==> src/sv/owrb_pkg.sv <==
// Shared types and codes for the overwriting RGB ring buffer with block average.
package owrb_pkg;

	localparam int CHAN_W = 16;

	typedef enum logic [1:0] {
		MODE_PUT = 2'd0,
		MODE_GET = 2'd1,
		MODE_AVG = 2'd2,
		MODE_NOP = 2'd3
	} mode_t;

	typedef struct packed {
		logic [CHAN_W-1:0] blue;
		logic [CHAN_W-1:0] green;
		logic [CHAN_W-1:0] red;
	} rgb_t;

	typedef struct packed {
		logic en;
		rgb_t add;
		rgb_t sub;
	} sum_upd_t;

endpackage

==> src/sv/overwriting_rgb_ring_buffer_avg.sv <==
// Top level of the overwriting RGB ring buffer with block average.
//
// Input stream: s_axis_tuser carries the operation (put, get, average), s_axis_tdata the
// sample for a put. Output stream: one result transfer per input transfer, in order;
// m_axis_tdata carries the popped or averaged sample, m_axis_tuser the ok flag and the
// empty and full status after the operation.
// Each item is handled in two steps: the accepting cycle reads the sample memory at the head or
// tail and starts the average multiply, the write-back step writes back, moves the pointers
// and loads the output register. With that read-modify-write, no item is taken until
// the last is written back. Running sums of all slots are kept beside the memory, so an
// average costs no more than a put.
// A new item is accepted while the previous result still waits in the output register;
// if the receiver stalls, the block holds its write-back step until the output register
// frees, and accepts nothing further meanwhile.
// Reset empties the buffer, clears the running sums and marks every slot as zero, with
// no clearing pass; the block is ready for an item as soon as reset ends.
module overwriting_rgb_ring_buffer_avg #(
	parameter int DEPTH = 8
) (
	input  logic        clk,
	input  logic        arst_n,
	input  logic        s_axis_tvalid,
	output logic        s_axis_tready,
	input  logic [47:0] s_axis_tdata,   // red_in, green_in, blue_in
	input  logic [1:0]  s_axis_tuser,   // mode
	output logic        m_axis_tvalid,
	input  logic        m_axis_tready,
	output logic [47:0] m_axis_tdata,   // red_out, green_out, blue_out
	output logic [2:0]  m_axis_tuser    // ok, now_empty, now_full
);

	localparam int AW = $clog2(DEPTH);
	localparam logic [AW-1:0] LAST = AW'(DEPTH - 1);

	typedef enum logic [1:0] {
		ST_IDLE = 2'b01,
		ST_WORK = 2'b10
	} state_t;

	state_t           state_q;
	owrb_pkg::mode_t  mode_s1;
	owrb_pkg::rgb_t   pix_s1;
	logic [AW-1:0]    wp_q, rp_q;
	logic             full_q;

	logic             out_vld_q;
	owrb_pkg::rgb_t   out_pix_q;
	logic             out_ok_q, out_empty_q, out_full_q;

	logic             in_acc, out_free, commit, empty_now;
	owrb_pkg::mode_t  in_mode;
	owrb_pkg::rgb_t   in_pix;
	logic [AW-1:0]    rd_addr;
	owrb_pkg::rgb_t   rd_data, avg;
	owrb_pkg::sum_upd_t upd;
	logic             wr_en;
	logic [AW-1:0]    wp_nx, rp_nx;
	logic             full_nx;
	logic             res_ok;
	owrb_pkg::rgb_t   res_pix;

	function automatic logic [AW-1:0] next_pos(input logic [AW-1:0] p);
		return (p == LAST) ? '0 : p + AW'(1);
	endfunction

	assign in_mode      = owrb_pkg::mode_t'(s_axis_tuser);
	assign in_pix.red   = s_axis_tdata[15:0];
	assign in_pix.green = s_axis_tdata[31:16];
	assign in_pix.blue  = s_axis_tdata[47:32];

	assign s_axis_tready = (state_q == ST_IDLE);
	assign in_acc        = s_axis_tvalid && s_axis_tready;
	assign out_free      = !out_vld_q || m_axis_tready;
	assign commit        = (state_q == ST_WORK) && out_free;
	assign empty_now     = !full_q && (wp_q == rp_q);
	assign rd_addr       = (in_mode == owrb_pkg::MODE_PUT) ? wp_q : rp_q;

	owrb_store #(.DEPTH(DEPTH)) u_store (
		.clk     (clk),
		.arst_n  (arst_n),
		.rd_en   (in_acc),
		.rd_addr (rd_addr),
		.rd_data (rd_data),
		.wr_en   (wr_en),
		.wr_addr (wp_q),
		.wr_data (pix_s1)
	);

	owrb_avg #(.DEPTH(DEPTH)) u_avg (
		.clk    (clk),
		.arst_n (arst_n),
		.upd    (upd),
		.calc   (in_acc),
		.avg    (avg)
	);

	always_comb begin
		wp_nx      = wp_q;
		rp_nx      = rp_q;
		full_nx    = full_q;
		wr_en      = 1'b0;
		upd.en     = 1'b0;
		upd.add    = pix_s1;
		upd.sub    = rd_data;
		res_ok     = 1'b0;
		res_pix    = '0;
		unique case (mode_s1)
			owrb_pkg::MODE_PUT: begin
				// The old slot value leaves the running sums as the new sample enters.
				wr_en   = commit;
				upd.en  = commit;
				wp_nx   = next_pos(wp_q);
				rp_nx   = full_q ? next_pos(rp_q) : rp_q;
				full_nx = (wp_nx == rp_nx);
				res_ok  = 1'b1;
			end
			owrb_pkg::MODE_GET: begin
				if (!empty_now) begin
					rp_nx   = next_pos(rp_q);
					full_nx = 1'b0;
					res_ok  = 1'b1;
					res_pix = rd_data;
				end
			end
			owrb_pkg::MODE_AVG: begin
				if (!empty_now) begin
					res_ok  = 1'b1;
					res_pix = avg;
				end
			end
			default: begin
			end
		endcase
	end

	always_ff @(posedge clk) begin
		if (in_acc) begin
			mode_s1 <= in_mode;
			pix_s1  <= in_pix;
		end
		if (commit) begin
			out_pix_q   <= res_pix;
			out_ok_q    <= res_ok;
			out_empty_q <= !full_nx && (wp_nx == rp_nx);
			out_full_q  <= full_nx;
		end
	end

	always_ff @(posedge clk or negedge arst_n) begin
		if (!arst_n) begin
			state_q   <= ST_IDLE;
			wp_q      <= '0;
			rp_q      <= '0;
			full_q    <= 1'b0;
			out_vld_q <= 1'b0;
		end else begin
			unique case (state_q)
				ST_IDLE: begin
					if (in_acc) begin
						state_q <= ST_WORK;
					end
				end
				ST_WORK: begin
					if (commit) begin
						state_q <= ST_IDLE;
					end
				end
				default: begin
					state_q <= ST_IDLE;
				end
			endcase
			if (commit) begin
				wp_q      <= wp_nx;
				rp_q      <= rp_nx;
				full_q    <= full_nx;
				out_vld_q <= 1'b1;
			end else if (m_axis_tready) begin
				out_vld_q <= 1'b0;
			end
		end
	end

	assign m_axis_tvalid = out_vld_q;
	assign m_axis_tdata  = {out_pix_q.blue, out_pix_q.green, out_pix_q.red};
	assign m_axis_tuser  = {out_full_q, out_empty_q, out_ok_q};

	a_full_ptrs: assert property (@(posedge clk) disable iff (!arst_n)
		full_q |-> (wp_q == rp_q))
		else $error("full flag set while head and tail differ");

	a_accept_work: assert property (@(posedge clk) disable iff (!arst_n)
		in_acc |=> (state_q == ST_WORK))
		else $error("accepted transfer did not start its write-back cycle");

	a_stall_hold: assert property (@(posedge clk) disable iff (!arst_n)
		(state_q == ST_WORK && !out_free) |=> (state_q == ST_WORK) && $stable(wp_q)
			&& $stable(rp_q))
		else $error("write-back finished while the output register was busy");

	a_failed_get: assert property (@(posedge clk) disable iff (!arst_n)
		(commit && mode_s1 == owrb_pkg::MODE_GET && empty_now) |=> $stable(rp_q)
			&& !out_ok_q)
		else $error("get on an empty buffer changed the tail or reported success");

endmodule

==> src/sv/owrb_store.sv <==
// Sample memory with one write and one registered read port; unwritten entries read as zero.
module owrb_store #(
	parameter int DEPTH = 8
) (
	input  logic                       clk,
	input  logic                       arst_n,
	input  logic                       rd_en,
	input  logic [$clog2(DEPTH)-1:0]   rd_addr,
	output owrb_pkg::rgb_t             rd_data,
	input  logic                       wr_en,
	input  logic [$clog2(DEPTH)-1:0]   wr_addr,
	input  owrb_pkg::rgb_t             wr_data
);

	owrb_pkg::rgb_t   mem [DEPTH];
	logic [DEPTH-1:0] valid_q;
	owrb_pkg::rgb_t   rd_q;
	logic             rd_vld_q;

	always_ff @(posedge clk) begin
		if (wr_en) begin
			mem[wr_addr] <= wr_data;
		end
		if (rd_en) begin
			rd_q <= mem[rd_addr];
		end
	end

	// The valid flags reset to zero; an entry reads as zero until its first write.
	always_ff @(posedge clk or negedge arst_n) begin
		if (!arst_n) begin
			valid_q  <= '0;
			rd_vld_q <= 1'b0;
		end else begin
			if (wr_en) begin
				valid_q[wr_addr] <= 1'b1;
			end
			if (rd_en) begin
				rd_vld_q <= valid_q[rd_addr];
			end
		end
	end

	assign rd_data = rd_vld_q ? rd_q : '0;

endmodule

==> src/sv/owrb_avg.sv <==
// Running per-channel sums of all slots and the divide-by-depth unit.
module owrb_avg #(
	parameter int DEPTH = 8
) (
	input  logic                clk,
	input  logic                arst_n,
	input  owrb_pkg::sum_upd_t  upd,
	input  logic                calc,
	output owrb_pkg::rgb_t      avg
);

	localparam int L  = $clog2(DEPTH);
	localparam int SW = owrb_pkg::CHAN_W + L;
	localparam int S  = SW + L;
	localparam int MW = SW + 2;
	localparam int PW = SW + MW;
	// Rounded-up reciprocal; exact floor division for every sum below 2**SW.
	localparam longint unsigned RECIP_FULL = ((64'd1 << S) + DEPTH - 1) / DEPTH;
	localparam logic [MW-1:0] RECIP = MW'(RECIP_FULL);

	logic [SW-1:0] sum_r_q, sum_g_q, sum_b_q;
	logic [PW-1:0] prod_r_s1, prod_g_s1, prod_b_s1;

	always_ff @(posedge clk or negedge arst_n) begin
		if (!arst_n) begin
			sum_r_q <= '0;
			sum_g_q <= '0;
			sum_b_q <= '0;
		end else if (upd.en) begin
			sum_r_q <= sum_r_q + SW'(upd.add.red)   - SW'(upd.sub.red);
			sum_g_q <= sum_g_q + SW'(upd.add.green) - SW'(upd.sub.green);
			sum_b_q <= sum_b_q + SW'(upd.add.blue)  - SW'(upd.sub.blue);
		end
	end

	always_ff @(posedge clk) begin
		if (calc) begin
			prod_r_s1 <= PW'(sum_r_q) * PW'(RECIP);
			prod_g_s1 <= PW'(sum_g_q) * PW'(RECIP);
			prod_b_s1 <= PW'(sum_b_q) * PW'(RECIP);
		end
	end

	assign avg.red   = prod_r_s1[S +: owrb_pkg::CHAN_W];
	assign avg.green = prod_g_s1[S +: owrb_pkg::CHAN_W];
	assign avg.blue  = prod_b_s1[S +: owrb_pkg::CHAN_W];

endmodule
==> config.mk <==
export PLATFORM = sky130hd
export DESIGN_NAME = overwriting_rgb_ring_buffer_avg
export DESIGN_NICKNAME = d
export VERILOG_FILES = /design/src/sv/owrb_pkg.sv /design/src/sv/overwriting_rgb_ring_buffer_avg.sv /design/src/sv/owrb_store.sv /design/src/sv/owrb_avg.sv
export SDC_FILE = /design/constraint.sdc
export NUM_CORES = 1
export LEC_CHECK = 0
export ABC_AREA = 1
export BUFFER_PORTS_ARGS = -buffer_cell sky130_fd_sc_hd__buf_2
export CAP_MARGIN = 10
export CORE_MARGIN = 3
export CORE_UTILIZATION = 25
export DETAILED_ROUTE_END_ITERATION = 8
export HOLD_SLACK_MARGIN = 0.03
export PLACE_DENSITY = 0.45
export SLEW_MARGIN = 20
export SYNTH_ARGS = -nofsm -noshare
export SYNTH_HDL_FRONTEND = slang
export SYNTH_HIERARCHICAL = 1
export SYNTH_SLANG_ARGS = --single-unit
==> constraint.sdc <==
create_clock -name clk -period 12.04 [get_ports clk]
set_input_delay 2.408 -clock clk [delete_from_list [all_inputs] [get_ports clk]]
set_output_delay 2.408 -clock clk [all_outputs]
set_load 0.05 [all_outputs]
Word level (Yosys, flattened, before mapping) --
Memories as Yosys holds them, arrays and structs flattened. A register that Yosys moved wholly into a read port is not among the register bits. Index checks and enable logic that the tools add are counted.
Cells by class: mux-type cells 27, $add $sub $neg 8, magnitude comparators 3, reductions and logical operators 14, bitwise gates (word level) 1, equality and inequality tests 11
Operators with widths (number):
- 48-bit two-way mux | 3
- 48-bit one-hot mux with 2 select lines | 1
- 19-bit by 16-bit adder with 19-bit output | 3
- 19-bit by 16-bit subtractor with 19-bit output | 3
- 3-bit two-way mux | 6
- 3-bit == test | 3
- 1-bit two-way mux | 9
- 3-bit by 4-bit < comparator with 1-bit output (second input constant) | 2
- 8-bit bitwise OR | 1
- 3-bit by 1-bit adder with 3-bit output (second input constant) | 2
- 3-bit == test (second input constant) | 2
- 3-bit one-hot mux with 2 select lines | 1
- 1-bit logical AND | 5
- 2-bit by 1-bit == test with 1-bit output (second input constant) | 2
- 2-bit == test (second input constant) | 2
- 2-bit logical NOT | 2
- 2-bit two-way mux | 2
- 1-bit one-hot mux with 2 select lines | 2
- 2-bit one-hot mux with 2 select lines | 1
- 1-bit binary-select mux with 3-bit select | 1
- 1-bit demux with 3-bit select | 1
- 3-bit by 1-bit >= comparator with 1-bit output (second input constant) | 1
- 1-bit logical NOT | 3
- 2-bit by 1-bit inequality test with 1-bit output (second input constant) | 1
- 5 further kinds | 5
Word-level totals: memories 1, output and inout bits 53, bits of input ports 54, logic and storage cells 88, flip-flop bits (word level) 234, bits in writable memories 384
Memory list:
- u_store.mem | depth 8, bits a word 48, rd ports 1, clocked after memory_dff 1, wr ports 1, line owrb_store.sv:15 | owrb_pkg::rgb_t mem [DEPTH];

Logic depth before layout (Yosys ltp) --
Gate-level depths: netlist (run 1).
word-level depth 7, depth in mapped cells 18, depth with buffers taken out 16

Modules after synthesis --
The synthesis (run 1) kept the hierarchy.
By module, submodules not included:
- owrb_store | cells an instance 1343, seq. area each 13197.7 um2, area each 17212.8 um2, instances 1
- owrb_avg | cells an instance 1070, seq. area each 2867.8 um2, area each 8225.4 um2, instances 1
- overwriting_rgb_ring_buffer_avg | cells an instance 412, seq. area each 3284.4 um2, area each 4683.2 um2, instances 1

Least setup slack after synthesis (run 1) --
Ideal clock, no wire load.
path type in2reg, from in s_axis_tvalid, to reg mode_s1[0], enable pin, buffers on the path 0, path slack 5.744 ns, arrival time 5.772 ns, cell stages on the path 1, setup time 0.525 ns, data required time 11.515 ns, cells stage by stage and2_1
On the way: word-level cells in the longest chain between the ends 1
RTL lines:
- from (decl) | line overwriting_rgb_ring_buffer_avg.sv:22 | input logic s_axis_tvalid,
- 1-bit logical AND | line overwriting_rgb_ring_buffer_avg.sv:72 | assign in_acc = s_axis_tvalid && s_axis_tready;
- to (signal assigned) | line overwriting_rgb_ring_buffer_avg.sv:138 | mode_s1 <= in_mode;
- to (decl) | line overwriting_rgb_ring_buffer_avg.sv:41 | owrb_pkg::mode_t mode_s1;
Every way passes these cells. A chain may end at the register's enable or synchronous reset.

Worst setup path in the final report (run 1) --
from in s_axis_tuser[1], to reg u_store/rd_q[14] (netlist name)
On the way: word-level cells in the longest chain between the ends 2
RTL lines:
- from (decl) | line overwriting_rgb_ring_buffer_avg.sv:25 | input logic [1:0] s_axis_tuser,
- 2-bit logical NOT | line overwriting_rgb_ring_buffer_avg.sv:76 | assign rd_addr = (in_mode == owrb_pkg::MODE_PUT) ? wp_q : rp_q;
- 3-bit two-way mux | line overwriting_rgb_ring_buffer_avg.sv:76
- net rd_addr[0] | line overwriting_rgb_ring_buffer_avg.sv:53 | logic [AW-1:0] rd_addr;
The timed path passes the listed nets, and every way through them passes these cells.

==> reports/summary.txt, run 1 <==
ROUTING
------------------------------------------------------------------------------------------------------
Count of vias placed by the detailed router                                                      19.6k
Post-DRT Antenna Nets                                                                                0
First-pass detailed-route iteration total                                                            5
DRC violations left                                                                                  0
Wirelength, routed                                                                            81400 um
DRC violation total after the first TritonRoute iteration                                         1422
Number of vias per cell                                                                           4.26
Average wire per cell in the routed design                                                     17.7 um

CLOCK TREE
------------------------------------------------------------------------------------------------------
CTS tree                                                                                         built
Clock transition at the register clock pins on the worst setup and hold paths after CTS        0.05 ns
Cts hold-fix bufs                                                                                    0
Latest clock arrival within the worst-skew pair                                                0.63 ns
Clock Tree Root                                                                              clkbuf_16
Clock buffer depth                                                                                   3
Number of buffers inserted by post-CTS setup repair                                                  0
Clock buffer count from CTS                                                                         76
Level count of the clock H-tree                                                                      3
Clock net sink count                                                                               657
Count of instances resized after the clock tree is built                                             0

GLOBAL ROUTING
------------------------------------------------------------------------------------------------------
Remaining global-route overflow                                                                      0
Vias in the first global route                                                                   19.2k
Met1 Resource Use GR                                                                             0.192
Gr usage total                                                                                   0.129
Met2 track demand over resource in global routing                                                0.196
Layer carrying the most global-route usage                                                        met2
First-pass GRT wire length                                                                   123000 um
Pin count of the biggest net entering global routing                                               126
Met3 Track Usage GR                                                                             0.0192
Number of antenna violations at the first check in global routing                                    4

SETUP PATH
------------------------------------------------------------------------------------------------------
Arrival time reported for the critical path endpoint                                           5.71 ns
Slack of the worst reg-to-reg path                                                             8.29 ns
Startpoint-to-endpoint class of the critical path                                               in2reg
Required time reported for the critical path endpoint                                         12.41 ns
RR Startpoint                                                                             state_q[0]$_DFFE_PN1P_
Biggest fanout along the worst timing path                                                         125
Startpoint of the worst setup timing path                                                 s_axis_tuser[1]
Type of origin of the critical path                                                       primary input
Type of destination of the critical path                                                      register

TIMING
------------------------------------------------------------------------------------------------------
Fin Clk Skew                                                                                 0.0209 ns
Final Hold Vio Count                                                                                 0
Final max-slew violation count                                                                       0
Slew at the pin with the worst max-slew slack                                                  1.06 ns
Setup total negative slack                                                                        0 ns
Min Tclk post-route                                                                            5.34 ns
Tcrit/Tclk final                                                                                 0.444
Number of setup violations in the final report                                                       0
Fmax                                                                                           187 MHz
Setup repair after global routing missed its margin                                              false
Max_slew headroom                                                                                0.295

PWR
------------------------------------------------------------------------------------------------------
Leakage power                                                                                  13.8 nW
Peak supply drop                                                                              0.112 mV
Power density relative to cell area                                                        262 mW/mm^2

MIN PATH
------------------------------------------------------------------------------------------------------
Hold WC Path Type                                                                              reg2reg
Critical hold path startpoint                                                             u_avg/sum_r_q[4]$_DFFE_PN0P_

PLACEMENT
------------------------------------------------------------------------------------------------------
Count of buffers from port buffering                                                               106
Post-detail-place hpwl                                                                        51200 um
Final weighted congestion in routability-driven placement                                        0.822

FLOW RUN
------------------------------------------------------------------------------------------------------
Max-cap violations                                                                                   0

SYNTHESIS
------------------------------------------------------------------------------------------------------
Total number of yosys warnings                                                                       6
Mean Syn Cell Area                                                                           10.7 um^2
Count of different cell masters after synthesis                                                     36
EDFF count, synth                                                                                  581
Post-synthesis register bit count                                                                  657
Netlist area before placement                                                              0.0301 mm^2
Gate Count Post-Synth                                                                             2825
FFs w/ async S/R, synth                                                                          0.116
Main flop type after synthesis                                                                edfxtp_1
Sequential fraction of the synthesis area                                                        0.642
Post-synthesis net count                                                                          2992

FINAL LAYOUT
------------------------------------------------------------------------------------------------------
Area added between synthesis and finish                                                          15.5%
Core occupancy in the finished layout                                                            0.293
Fill cell total of the finished layout                                                           12.4k
Final nets                                                                                        3091
Fraction of final layout cells with drive strength greater than 1                               0.0965

FLOORPLAN
------------------------------------------------------------------------------------------------------
Overall die area                                                                            0.125 mm^2
Area of the core region                                                                     0.119 mm^2
Site row count                                                                                     126
IO Count                                                                                           107
Die height                                                                                      353 um
Initial core utilization                                                                         0.253
Die outline width                                                                               353 um

RUN STATUS
------------------------------------------------------------------------------------------------------
Status                                                                                    finished clean

critical path: stages:
cell	delay (ns)
buf_2	0.11
nor2_1	0.68
nand2_1	0.21
o21ai_4	0.10
buf_4	0.49
inv_6	0.44
buf_4	0.51
o21ai_0	0.31
o22ai_1	0.11
nand2_1	0.07
nand2_1	0.06
area by class of cell:
| cell class | count | area, um^2 | share of cell area |
|---|---|---|---|
| sequential | 657 | 19400 | 0.556 |
| multi-input combinational | 1700 | 8880 | 0.255 |
| clock buffer | 100 | 2080 | 0.0597 |
| tap | 1600 | 2000 | 0.0575 |
| inverter | 355 | 1340 | 0.0384 |
| timing repair buffer | 134 | 743 | 0.0214 |
| clock inverter | 40 | 392 | 0.0113 |
| antenna | 2 | 5.00 | 0.000144 |
where the power goes:
part / switching (W) / leakage (nW) / total (W) / internal, W
Combinational: 0.00257 / 6.39 / 0.00383 / 0.00126
Sequential: 0.000172 / 6.22 / 0.00296 / 0.00279
Clock: 0.000942 / 1.20 / 0.00231 / 0.00137
Total: 0.00368 / 13.8 / 0.00910 / 0.00542
layer usage:
| layer | part of all wire | up-vias | wire length, um |
|---|---|---|---|
| met3 | 0.044 | 90 | 3580 |
| met5 | 0.00026 | - | 21 |
| li1 | - | 9596 | - |
| met1 | 0.50 | 9468 | 41000 |
| met2 | 0.44 | 392 | 35500 |
| met4 | 0.016 | 4 | 1300 |
cell usage after synthesis, types with 2 or more instances:
library cell,n,share of area
nand3b_1,14,0.0035
or2_1,2,0.00042
nand2_1,666,0.083
buf_4,13,0.0032
clkbuf_2,2,0.00033
a31oi_1,2,0.00042
nor3_1,6,0.0010
a21oi_2,2,0.00058
clkbuf_1,38,0.0047
xor2_1,3,0.00087
fa_1,48,0.032
o21ai_0,245,0.041
and2_1,7,0.0015
buf_1,8,0.0010
o22ai_1,58,0.012
xnor2_1,14,0.0041
ha_1,65,0.027
nor2_4,2,0.00075
nor2_2,2,0.00042
a21oi_1,94,0.016
inv_1,350,0.044
nand2_2,3,0.00062
buf_2,34,0.0056
dfrtp_1,75,0.062
nor2_1,320,0.040
buf_6,15,0.0056
nand3_1,79,0.013
nand3_2,13,0.0043
o21ai_1,54,0.0090
buf_12,2,0.0013
inv_2,4,0.00050
edfxtp_1,581,0.58
cells by family (layout without fill, tap and decap cells):
| logic type | after synthesis | count (layout) | share of synthesized area |
|---|---|---|---|
| simple gates | 1115 | 1115 | 0.149 |
| flops | 657 | 657 | 0.642 |
| buf+inv | 468 | 629 | 0.0666 |
| compound gates | 455 | 455 | 0.0783 |
| fa+ha+maj | 113 | 113 | 0.0589 |
| xor+xnor | 17 | 17 | 0.00494 |
| other cells | 0 | 2 | 0 |
flip-flops by register name, summed over array words and instances, names as in the netlist, 3 cells and up:
| signal | flops |
|---|---|
| pix_s1 | 48 |
| u_avg/prod_r_s1 | 16 |
| u_store/mem | 384 |
| u_store/valid_q | 8 |
| rp_q | 3 |
| wp_q | 3 |
| u_avg/prod_b_s1 | 16 |
| u_avg/sum_b_q | 19 |
| m_axis_tdata | 48 |
| u_store/rd_q | 48 |
| u_avg/prod_g_s1 | 16 |
| u_avg/sum_r_q | 19 |
| u_avg/sum_g_q | 19 |
cells in the final DEF (no fill, tap or decap), types with 5 or more instances in the layout:
cell type	n
nand2_1	666
a21oi_1	94
nor2_1	310
o22ai_1	58
buf_4	29
clkbuf_16	79
ha_1	63
fa_1	48
clkbuf_1	19
inv_2	5
clkinv_1	15
dfrtp_1	74
xnor2_1	14
edfxtp_1	581
nand3_1	79
bufinv_16	7
inv_1	348
nor2_4	12
nand3_2	13
clkinv_2	12
o21ai_0	242
and2_1	6
nand3b_1	14
o21ai_1	54
buf_2	105
nor3_1	6
per-stage QoR:
step | instances | area, um^2 | hold WS (ns) | setup WS [ns] | total power (W)
final | 4588 | 34800 | 0.444 | 6.70 | 0.00910
after global routing | 4586 | 34800 | 0.465 | 6.48 | 0.00989
after CTS | 4586 | 34800 | 0.440 | 6.77 | 0.00921
after detailed placement | 4446 | 32300 | 0.430 | 6.12 | 0.00686
after global placement | 4446 | 32300 | 0.429 | 6.10 | 0.00684
after floorplan | 2825 | 30100 | 0.425 | 5.74 | 0.00587
final timing paths:
| path | endpoint | cells past startpoint |
|---|---|---|
| setup / recovery | u_store/rd_q[14]$_DFFE_PP_ | 11 |
| hold / removal | u_avg/prod_r_s1[23]$_DFFE_PP_ | 0 |
| setup reg to reg | u_store/mem[2][2]$_DFFE_PP_ | 9 |
| hold reg to reg | u_avg/prod_r_s1[23]$_DFFE_PP_ | 0 |
| max in group asynchronous | u_avg/sum_g_q[12]$_DFFE_PN0P_ | 2 |
| min in group asynchronous | u_avg/sum_r_q[16]$_DFFE_PN0P_ | 1 |
Note: power is estimated with default switching activity, not from simulation.
==> run 2, diff against run 1 <==
clock period = 5.1 ns   (was 12.04 ns; I/O delays follow)
==> run 2 against run 1 <==
Sequential power up 140%. Clock power up 130%. Worst setup slack worse by 4.8 ns. Global-route usage up 0.17 points. Routed wire length up 1.1%. Final area up 0.56%. Register-to-register slack worse by 6.4 ns. Critical path depth down 3. Sequential cell count unchanged. Hold slack worse by 0.15 ns. Highest routed layer unchanged.
==> reports/summary.txt, run 2 (synthesis results as in run 1) <==
PWR
------------------------------------------------------------------------------------------------------
Seq pwr share                                                                                    0.329
Peak supply drop                                                                              0.565 mV
Clk pwr share                                                                                    0.248
Internal cell power                                                                           0.0126 W
Total power draw                                                                              0.0213 W
Sw Ratio                                                                                         0.406
Leakage power                                                                                  13.9 nW
Power density relative to cell area                                                        608 mW/mm^2
Net switching power of the design                                                            0.00863 W
Logic pwr share                                                                                  0.423

ROUTING
------------------------------------------------------------------------------------------------------
Count of vias placed by the detailed router                                                      19.6k
DRC violation total after the first TritonRoute iteration                                         1370
Average wire per cell in the routed design                                                     17.9 um
Number of vias per cell                                                                           4.27
First-pass detailed-route iteration total                                                            5
DRC violations left                                                                                  0
Wirelength, routed                                                                            82300 um
Post-DRT Antenna Nets                                                                                0

CLOCK TREE
------------------------------------------------------------------------------------------------------
CTS tree                                                                                         built
Count of instances resized after the clock tree is built                                             0
Latest clock arrival within the worst-skew pair                                                0.63 ns
Level count of the clock H-tree                                                                      3
Clock net sink count                                                                               657
Number of buffers inserted by post-CTS setup repair                                                  0
Clock buffer count from CTS                                                                         76
Clock transition at the register clock pins on the worst setup and hold paths after CTS        0.06 ns
Clock Tree Root                                                                              clkbuf_16
Cts hold-fix bufs                                                                                    0
Clock buffer depth                                                                                   3

FLOORPLAN
------------------------------------------------------------------------------------------------------
Die height                                                                                      353 um
Initial core utilization                                                                         0.253
Site row count                                                                                     126
Die outline width                                                                               353 um
IO Count                                                                                           107
Area of the core region                                                                     0.119 mm^2
Overall die area                                                                            0.125 mm^2

TIMING
------------------------------------------------------------------------------------------------------
Max_slew headroom                                                                                0.275
Fin Clk Skew                                                                                 0.0217 ns
Fmax                                                                                           311 MHz
Final Hold Vio Count                                                                                 0
Final max-slew violation count                                                                       0
Number of setup violations in the final report                                                       0
Setup repair after global routing missed its margin                                              false
Min Tclk post-route                                                                            3.22 ns
Slew at the pin with the worst max-slew slack                                                  1.09 ns
Worst setup slack after layout                                                                 1.88 ns
Setup total negative slack                                                                        0 ns
Tcrit/Tclk final                                                                                 0.631

PLACEMENT
------------------------------------------------------------------------------------------------------
Pre-CTS setup slack                                                                            1.39 ns
Final weighted congestion in routability-driven placement                                        0.822
Post-detail-place hpwl                                                                        51400 um
Count of buffers from port buffering                                                               106

SETUP PATH
------------------------------------------------------------------------------------------------------
Required time reported for the critical path endpoint                                          5.39 ns
Biggest fanout along the worst timing path                                                          37
Type of destination of the critical path                                                      register
Type of origin of the critical path                                                           register
Arrival time reported for the critical path endpoint                                           3.51 ns
Startpoint-to-endpoint class of the critical path                                              reg2reg

FINAL LAYOUT
------------------------------------------------------------------------------------------------------
Fraction of final layout cells with drive strength greater than 1                               0.0999
Final nets                                                                                        3102
Leading cell type in the layout, fill and taps excluded                                        nand2_1
Fill cell total of the finished layout                                                           12.4k
Reg area                                                                                   0.0194 mm^2
Footprint of the multi-input gates                                                        0.00888 mm^2
Top library cells by usage in the layout, fill and taps aside                             666 x nand2_1, 581 x edfxtp_1, 348 x inv_1
Reg with most FFs                                                                          u_store/mem
Flip-flop count of the largest register, all copies and words added                                384
Area added between synthesis and finish                                                          16.1%

RUN STATUS
------------------------------------------------------------------------------------------------------
Status                                                                                    finished clean

GLOBAL ROUTING
------------------------------------------------------------------------------------------------------
Remaining global-route overflow                                                                      0
Vias in the first global route                                                                   19.4k
Pin count of the biggest net entering global routing                                               197
First-pass GRT wire length                                                                   125000 um
Gr usage total                                                                                   0.130
Number of antenna violations at the first check in global routing                                   19

MIN PATH
------------------------------------------------------------------------------------------------------
Hold WC Path Type                                                                             in2async

FLOW RUN
------------------------------------------------------------------------------------------------------
Max-cap violations                                                                                   0

==> run 2: changes by cell type in the layout (fill, tap and decap cells not counted), moves of 2 or more <==
cell,before,now
diode_2,2,7
clkinv_16,0,2
buf_12,0,10
clkbuf_8,2,4
clkinv_1,15,11
bufinv_16,7,3
inv_6,4,1
clkinv_8,0,3
==> run 2: routing by layer <==
metal,GRT usage,wire (um)
met3,0.0259,3980
met4,0.0302,1350
met2,0.204,37000
met1,0.186,39800
met5,0,104
==> run 2: cell type report <==
class | instances | area share
clock inverters | 35 | 0.00969
multi-input cells | 1700 | 0.254
diodes | 7 | 0.000501
clock buffers | 101 | 0.0594
inverters | 355 | 0.0383
flip-flops and latches | 657 | 0.553
repair buffers | 145 | 0.0278
well taps | 1600 | 0.0572
==> run 2: path summary, 6_finish.rpt <==
| path | startpoint | slack (ns) | to | depth (start not counted) |
|---|---|---|---|---|
| max in group asynchronous | arst_n | 4.00 | u_avg/sum_r_q[14]$_DFFE_PN0P_ | 2 |
| hold reg to reg | u_avg/sum_g_q[5]$_DFFE_PN0P_ | 0.44 | u_avg/prod_g_s1[24]$_DFFE_PP_ | 0 |
| setup / recovery | mode_s1[0]$_DFFE_PP_ | 1.88 | u_store/mem[7][33]$_DFFE_PP_ | 8 |
| hold / removal | arst_n | 0.30 | u_avg/sum_b_q[3]$_DFFE_PN0P_ | 1 |
| setup reg to reg | mode_s1[0]$_DFFE_PP_ | 1.88 | u_store/mem[7][33]$_DFFE_PP_ | 8 |
| min in group clk | u_avg/sum_g_q[5]$_DFFE_PN0P_ | 0.44 | u_avg/prod_g_s1[24]$_DFFE_PP_ | 0 |
==> run 2: power by group through the flow <==
stage / Combinational, W / Clock [W] / Sequential, W
2_1_floorplan: 0.00687 / 0 / 0.00698
3_3_place_gp: 0.00901 / 0 / 0.00710
3_5_place_dp: 0.00905 / 0 / 0.00711
4_1_cts: 0.00909 / 0.00547 / 0.00701
5_1_grt: 0.0104 / 0.00569 / 0.00706
6_report: 0.00900 / 0.00528 / 0.00700
==> run 2: through the flow <==
stage | hold WS (ns) | util | area [um^2] | std cells
after global placement | 0.430 | 0.274 | 32500 | 4456
after CTS | 0.256 | 0.294 | 34900 | 4592
after floorplan | 0.425 | - | 30100 | 2825
after global routing | 0.279 | 0.294 | 35000 | 4593
final | 0.296 | 0.294 | 35000 | 4600
after detailed placement | 0.435 | 0.274 | 32500 | 4456
==> run 2: critical path: stages, from the launching register on <==
cell and delay, ns:
edfxtp_1 0.44, inv_1 0.11, ha_1 0.34, inv_1 0.17
nor2_4 0.12, buf_4 0.30, nand2_1 0.39, nor2_4 0.56
buf_12 0.36
